<file path="src/rtl/assert_macros.svh">
// ---------------------------------------------------------------------------
// assert_macros.svh
// Concurrent assertion macros shared by the RTL.
// ---------------------------------------------------------------------------
`ifndef ASSERT_MACROS_SVH
`define ASSERT_MACROS_SVH

// Clocked assertion, switched off while reset is asserted.
`define WBPS_ASSERT(label, prop, msg) \
	label: assert property (@(posedge clk) disable iff (!arst_n) (prop)) else $error(msg);

// Same, but a condition must imply a property.
`define WBPS_ASSERT_IMP(label, cond, prop, msg) \
	label: assert property (@(posedge clk) disable iff (!arst_n) (cond) |-> (prop)) \
		else $error(msg);

`endif

</file>
<file path="src/rtl/wbps_pkg.sv">
// ---------------------------------------------------------------------------
// wbps_pkg
// Types and constants of the wildcard byte pattern search.
// ---------------------------------------------------------------------------
package wbps_pkg;

	localparam int unsigned ADDR_W    = 16;
	localparam int unsigned PAT_W     = 64;
	localparam int unsigned LEN_W     = 5;
	localparam int unsigned SEEN_W    = 17;
	localparam int unsigned CFG_IDX_W = 3;

	typedef logic [7:0]        byte_t;
	typedef logic [ADDR_W-1:0] addr_t;
	typedef logic [LEN_W-1:0]  len_t;
	typedef logic [SEEN_W-1:0] seen_t;

	// register indexes
	localparam logic [CFG_IDX_W-1:0] REG_START_ADDRESS  = 3'd0;
	localparam logic [CFG_IDX_W-1:0] REG_PATTERN_LOW    = 3'd1;
	localparam logic [CFG_IDX_W-1:0] REG_PATTERN_HIGH   = 3'd2;
	localparam logic [CFG_IDX_W-1:0] REG_CARE_MASK      = 3'd3;
	localparam logic [CFG_IDX_W-1:0] REG_PATTERN_LENGTH = 3'd4;

	localparam seen_t SEEN_MAX = '1;

endpackage

</file>
<file path="src/rtl/wbps_match.sv">
// ---------------------------------------------------------------------------
// wbps_match
// Parallel wildcard compare of the byte window against the pattern.
// ---------------------------------------------------------------------------
module wbps_match import wbps_pkg::*; #(
	parameter int unsigned MAX_PATTERN = 16
) (
	input  byte_t              win [MAX_PATTERN],  // entry 0 newest
	input  byte_t              pat [MAX_PATTERN],
	input  logic [MAX_PATTERN-1:0] care,
	input  len_t               len,                // already clamped, 1..MAX_PATTERN
	output logic               hit
);

	localparam int unsigned IDX_W = (MAX_PATTERN > 1) ? $clog2(MAX_PATTERN) : 1;

	logic [MAX_PATTERN-1:0] ok;

	// pattern byte k lines up with window entry len-1-k
	always_comb begin
		len_t pos;
		pos = '0;
		for (int k = 0; k < MAX_PATTERN; k++) begin
			pos   = len - len_t'(k) - len_t'(1);
			ok[k] = (len_t'(k) >= len) || !care[k] || (win[pos[IDX_W-1:0]] == pat[k]);
		end
	end

	assign hit = &ok;

endmodule

</file>
<file path="src/rtl/wildcard_byte_pattern_search_top.sv">
// ---------------------------------------------------------------------------
// wildcard_byte_pattern_search_top
// Streams a memory region byte by byte and reports the first wildcard match.
// ---------------------------------------------------------------------------
// One byte is taken every cycle while the result register is free or being
// drained; the compare of all pattern bytes against the shifted window and the
// address add sit between the window registers and the result register, so a
// byte's result appears the cycle after acceptance.
// A region yields one result: found with the match start address, or, on
// tlast without a match, not-found with address 0. Bytes after a match are
// swallowed until tlast. A match must lie wholly inside the streamed bytes.
// Configure only while the stream is idle.
module wildcard_byte_pattern_search_top import wbps_pkg::*; #(
	parameter int unsigned MAX_PATTERN = 16
) (
	input  logic                 clk,
	input  logic                 arst_n,
	// configuration
	input  logic                 cfg_we,
	input  logic [CFG_IDX_W-1:0] cfg_index,
	input  logic [PAT_W-1:0]     cfg_data,
	// byte stream in
	input  logic                 s_tvalid,
	output logic                 s_tready,
	input  logic [7:0]           s_tdata,   // [7:0] data_byte
	input  logic                 s_tlast,   // last_byte
	// result out
	output logic                 m_tvalid,
	input  logic                 m_tready,
	output logic [15:0]          m_tdata,   // [15:0] match_address
	output logic                 m_tuser    // [0] found
);

`include "assert_macros.svh"

	// configuration registers
	addr_t            start_q;
	logic [PAT_W-1:0] pat_low_q;
	logic [PAT_W-1:0] pat_high_q;
	logic [15:0]      care_q;
	len_t             len_q;

	always_ff @(posedge clk or negedge arst_n) begin
		if (!arst_n) begin
			start_q    <= '0;
			pat_low_q  <= '0;
			pat_high_q <= '0;
			care_q     <= '1;
			len_q      <= len_t'(1);
		end else if (cfg_we) begin
			case (cfg_index)
				REG_START_ADDRESS:  start_q    <= cfg_data[ADDR_W-1:0];
				REG_PATTERN_LOW:    pat_low_q  <= cfg_data;
				REG_PATTERN_HIGH:   pat_high_q <= cfg_data;
				REG_CARE_MASK:      care_q     <= cfg_data[15:0];
				REG_PATTERN_LENGTH: len_q      <= cfg_data[LEN_W-1:0];
				default: ;
			endcase
		end
	end

	// search state
	byte_t win_q [MAX_PATTERN];
	seen_t seen_q;
	logic  done_q;

	// result register
	logic  m_valid_q;
	logic  found_q;
	addr_t addr_q;

	byte_t                  win_nx [MAX_PATTERN];
	byte_t                  pat    [MAX_PATTERN];
	logic [MAX_PATTERN-1:0] care;
	len_t                   len_use;
	seen_t                  seen_nx;
	logic                   hit;
	logic                   s_fire;
	logic                   match;
	logic                   res_load;
	addr_t                  match_addr;

	assign s_tready = !m_valid_q || m_tready;
	assign s_fire   = s_tvalid && s_tready;

	always_comb begin
		logic [127:0] pat_all;
		pat_all = {pat_high_q, pat_low_q};
		for (int k = 0; k < MAX_PATTERN; k++) begin
			pat[k]  = pat_all[8*k +: 8];
			care[k] = care_q[k];
		end
		win_nx[0] = s_tdata;
		for (int i = 1; i < MAX_PATTERN; i++)
			win_nx[i] = win_q[i-1];
	end

	// zero counts as one, anything above the window depth is clamped
	always_comb begin
		if (len_q == '0)
			len_use = len_t'(1);
		else if (len_q > len_t'(MAX_PATTERN))
			len_use = len_t'(MAX_PATTERN);
		else
			len_use = len_q;
	end

	assign seen_nx = (seen_q == SEEN_MAX) ? seen_q : seen_q + seen_t'(1);

	wbps_match #(
		.MAX_PATTERN (MAX_PATTERN)
	) u_match (
		.win  (win_nx),
		.pat  (pat),
		.care (care),
		.len  (len_use),
		.hit  (hit)
	);

	assign match      = hit && (seen_nx >= seen_t'(len_use));
	assign match_addr = start_q + addr_t'(seen_nx - seen_t'(len_use));
	assign res_load   = s_fire && !done_q && (match || s_tlast);

	always_ff @(posedge clk or negedge arst_n) begin
		if (!arst_n) begin
			for (int i = 0; i < MAX_PATTERN; i++)
				win_q[i] <= '0;
			seen_q <= '0;
			done_q <= 1'b0;
		end else if (s_fire) begin
			if (s_tlast) begin
				for (int i = 0; i < MAX_PATTERN; i++)
					win_q[i] <= '0;
				seen_q <= '0;
				done_q <= 1'b0;
			end else if (!done_q) begin
				win_q  <= win_nx;
				seen_q <= seen_nx;
				done_q <= match;
			end
		end
	end

	always_ff @(posedge clk or negedge arst_n) begin
		if (!arst_n) begin
			m_valid_q <= 1'b0;
		end else if (res_load) begin
			m_valid_q <= 1'b1;
		end else if (m_tready) begin
			m_valid_q <= 1'b0;
		end
	end

	always_ff @(posedge clk) begin
		if (res_load) begin
			found_q <= match;
			addr_q  <= match ? match_addr : '0;
		end
	end

	assign m_tvalid = m_valid_q;
	assign m_tdata  = addr_q;
	assign m_tuser  = found_q;

	`WBPS_ASSERT_IMP(a_done_mutes, s_fire && done_q, !res_load,
		"result produced after a match in the same region")
	`WBPS_ASSERT(a_match_sets_done, s_fire && match && !done_q && !s_tlast |=> done_q,
		"match did not latch search_done")
	`WBPS_ASSERT(a_last_clears, s_fire && s_tlast |=> (seen_q == '0) && !done_q,
		"region end did not clear the search state")
	`WBPS_ASSERT_IMP(a_miss_zero_addr, m_valid_q && !found_q, addr_q == '0,
		"not-found result with non-zero address")

endmodule

</file>
<file path="config.mk">
export PLATFORM = sky130hd
export DESIGN_NAME = wildcard_byte_pattern_search_top
export DESIGN_NICKNAME = d
export VERILOG_FILES = /design/src/rtl/wbps_pkg.sv /design/src/rtl/wbps_match.sv /design/src/rtl/wildcard_byte_pattern_search_top.sv
export VERILOG_INCLUDE_DIRS = /design/src /design/src/rtl
export SDC_FILE = /design/constraint.sdc
export NUM_CORES = 1
export LEC_CHECK = 0
export BUFFER_PORTS_ARGS = -buffer_cell sky130_fd_sc_hd__buf_4
export CORE_ASPECT_RATIO = 0.7
export CORE_MARGIN = 3
export CORE_UTILIZATION = 35
export DETAILED_ROUTE_END_ITERATION = 10
export PLACE_DENSITY = 0.52
export SETUP_SLACK_MARGIN = 0.4
export SLEW_MARGIN = 20
export SYNTH_ARGS = -nofsm -noshare
export SYNTH_HDL_FRONTEND = slang
export SYNTH_SLANG_ARGS = --single-unit
</file>
<file path="constraint.sdc">
create_clock -name clk -period 9.4 [get_ports clk]
set_input_delay 1.41 -clock clk [delete_from_list [all_inputs] [get_ports clk]]
set_output_delay 1.41 -clock clk [all_outputs]
set_load 0.05 [all_outputs]
</file>
==> results.tsv <==
metric	value	unit
most frequent cells in the layout	dfrtp_1 (287), mux2i_1 (246), mux4_2 (165)	
Crit path largest cell delay	1080	ps
Placer Congestion	0.959	
Clock transition at path regs	70	ps
DP HPWL	68700	um
number of antenna violations at the first check in global routing	2	
hold_ws	527	ps
CTS tree	built	
Worst Hold Class	register to register	
critical path type	register to register	
number of global-route vias before repair	18900	
Remaining DRCs	0	
Slew @ Worst Pin	1150	ps
post-CTS sizing	0	
Clock Path Buffers	3	
Final ANT Viol Nets	0	
Leakage	11.1	nW
Die Y-Extent	226	um
Starting Density	0.359	
die width	320	um
Post-synth ARST share	0.947	
CP required	9770	ps
Mapped Area	24200	um2
# IOs	100	
endpoints failing setup	0	
Wirelength per Cell	30.6	um
pin count of the biggest net entering global routing	131	
Slowest cell on crit path	ha_1	
synth unique cells	82	
H-Tree Depth	2	
n_diodes	0	
crit path DAT	7700	ps
clk sinks	321	
Fmax achieved	0.136	GHz
grt ovf	0	
setup bufs post-CTS	0	
total vias in the final route	19600	
Max Slew Vio Count	0	
worst vdd ir	119	uV
RSZ-0062 raised after global routing	no	
Mapped Cells	2161	
insertion delay to the later sink of the worst-skew pair	580	ps
status	finished clean	
fraction of layout cells with a size suffix above 1	0.262	
CTS buffer count	36	
Die ar.	72300	um2
DR pass1 iterations	6	
YS warnings	0	
first-pass GRT wire length	138000	um
Core Region	67400	um2
Area Overhead vs Synth	11.4	%
ys flop type	dfrtp_1	
Rel. slew slack	0.231	
GRT Total Usage	0.259	
CP Cell Sequence	or3_1, a21oi_4, inv_1, ha_1, buf_4, nand3_1, xnor2_2, mux2i_1, xor2_1, nor4_1, a21oi_1, nor4_2, nand3_2, a2111oi_2	
# rows	79	
most common cell after layout, fill and taps aside	dfrtp_1	
Mapped Nets	2286	
Final Util	0.400	
Post-CTS Hold Fix Bufs	0	
setup_tns	0	ps
crit end category	register	
EDFF count, synth	17	
FF+latch count, synth	321	
# nets final	2296	
final hold viol count	0	
Clock Tree Root	clkbuf_16	
Total Wirelength	94400	um
Port Buffers	99	
final worst-path cycle share	0.780	
Pwr per Cell Area	219	nW/um2
Max-cap violations	0	
startpoint class of the critical path	register	
Via-to-Cell Ratio	6.36	
syn avg cell area	11.2	um2
min Tclk post-route	7330	ps
Detailed Route Iter0 Violations	2317	
Final Skew	24.1	ps
Seq/Total Area, Yosys	0.337	
Max FO, Critical Path	18	
[synth_stat cells, types with 8 or more instances]
cell	count	area, um2
dfrtp_1	287	7180
mux2i_1	246	2460
mux4_2	165	3720
mux2_2	161	1810
nand2_1	156	586
a22o_1	125	1090
xnor2_1	107	937
clkbuf_1	106	398
o21ai_0	69	345
a21oi_1	68	340
nor2_1	68	255
xor2_1	62	543
inv_1	47	176
ha_1	40	500
buf_1	34	128
nand3_1	33	165
and3_1	29	181
nor3_1	27	135
nand4_1	25	156
buf_2	23	115
a211oi_1	20	150
a31oi_1	17	106
dfstp_2	17	447
edfxtp_1	17	510
nor2b_1	17	106
o22ai_1	14	87.6
a22oi_1	13	97.6
a221oi_1	11	96.3
nor4_1	10	62.6
o211ai_1	10	75.1
nand2b_1	9	56.3
a21o_1	8	60.1
o221ai_1	8	70.1
[through the flow]
stage | total power [W] | setup WS, ps | cells | instance area, um2
after floorplan | 0.00360 | 2870 | 2161 | 24200
after global placement | 0.00440 | 2410 | 3024 | 25800
after detailed placement | 0.00442 | 2390 | 3024 | 25800
after global routing | 0.00619 | 2010 | 3088 | 26900
final | 0.00590 | 2070 | 3088 | 26900
after CTS | 0.00590 | 2350 | 3088 | 26900
[routing by layer]
layer  part of all wire  global-route usage  up-vias
li1                   -                   -     8287
met1               0.45               0.386    10100
met2               0.39               0.341     1090
met3               0.13               0.102      167
met4              0.033              0.0759        0
met5                  0                   0        -
[cells by family after synthesis]
| group | synth area share |
|---|---|
| compound gates | 0.127 |
| xor+xnor | 0.0628 |
| fa+ha+maj | 0.0240 |
| buf+inv | 0.0394 |
| flops | 0.337 |
| mux | 0.331 |
| simple gates | 0.0792 |
[power by group]
| part | internal [W] | switching (W) | total [W] |
|---|---|---|---|
| registers | 0.00158 | 0.000247 | 0.00183 |
| logic | 0.00110 | 0.00152 | 0.00262 |
| clock network | 0.000825 | 0.000628 | 0.00145 |
| total | 0.00351 | 0.00240 | 0.00590 |
[layout make-up]
class,count,area [um2]
inverters,53,204
multi-input cells,1612,15200
well taps,891,1110
fillers,6435,40500
repair buffers,147,1140
clock buffers,50,1030
clock inverters,14,143
flip-flops and latches,321,8140
[worst max-delay path: cells and delay by family, from the launching register on]
| family | cells | cell delay, ps |
|---|---|---|
| buffers and inverters | 2 | 490 |
| AOI/OAI and AO/OA | 3 | 1020 |
| muxes | 1 | 500 |
| adders and majority gates | 1 | 1080 |
| xor gates and xnor gates | 2 | 760 |
| and+or+nand+nor | 5 | 2500 |
| DFF | 1 | 720 |
[final timing paths]
kind	startpoint	cells past startpoint	slack, ps	endpoint
max in group asynchronous	arst_n	2	6920	win_nx[49]
setup reg to reg	len_q[3]	14	2070	m_tdata[15]
min in group asynchronous	arst_n	1	870	pat_high_q[40]
hold / removal	pat_high_q[38]	1	530	pat_high_q[38]
setup / recovery	len_q[3]	14	2070	m_tdata[15]
hold reg to reg	pat_high_q[38]	1	530	pat_high_q[38]
[registers in the layout, summed over array words and instances, names as in the netlist]
name	flops
pat_high_q	64
start_q	16
m_tuser	1
win_nx	120
seen_q	17
care	16
len_q	5
m_tdata	16
done_q	1
m_tvalid	1
pat_low_q	64
Note: power is estimated with default switching activity, not from simulation.
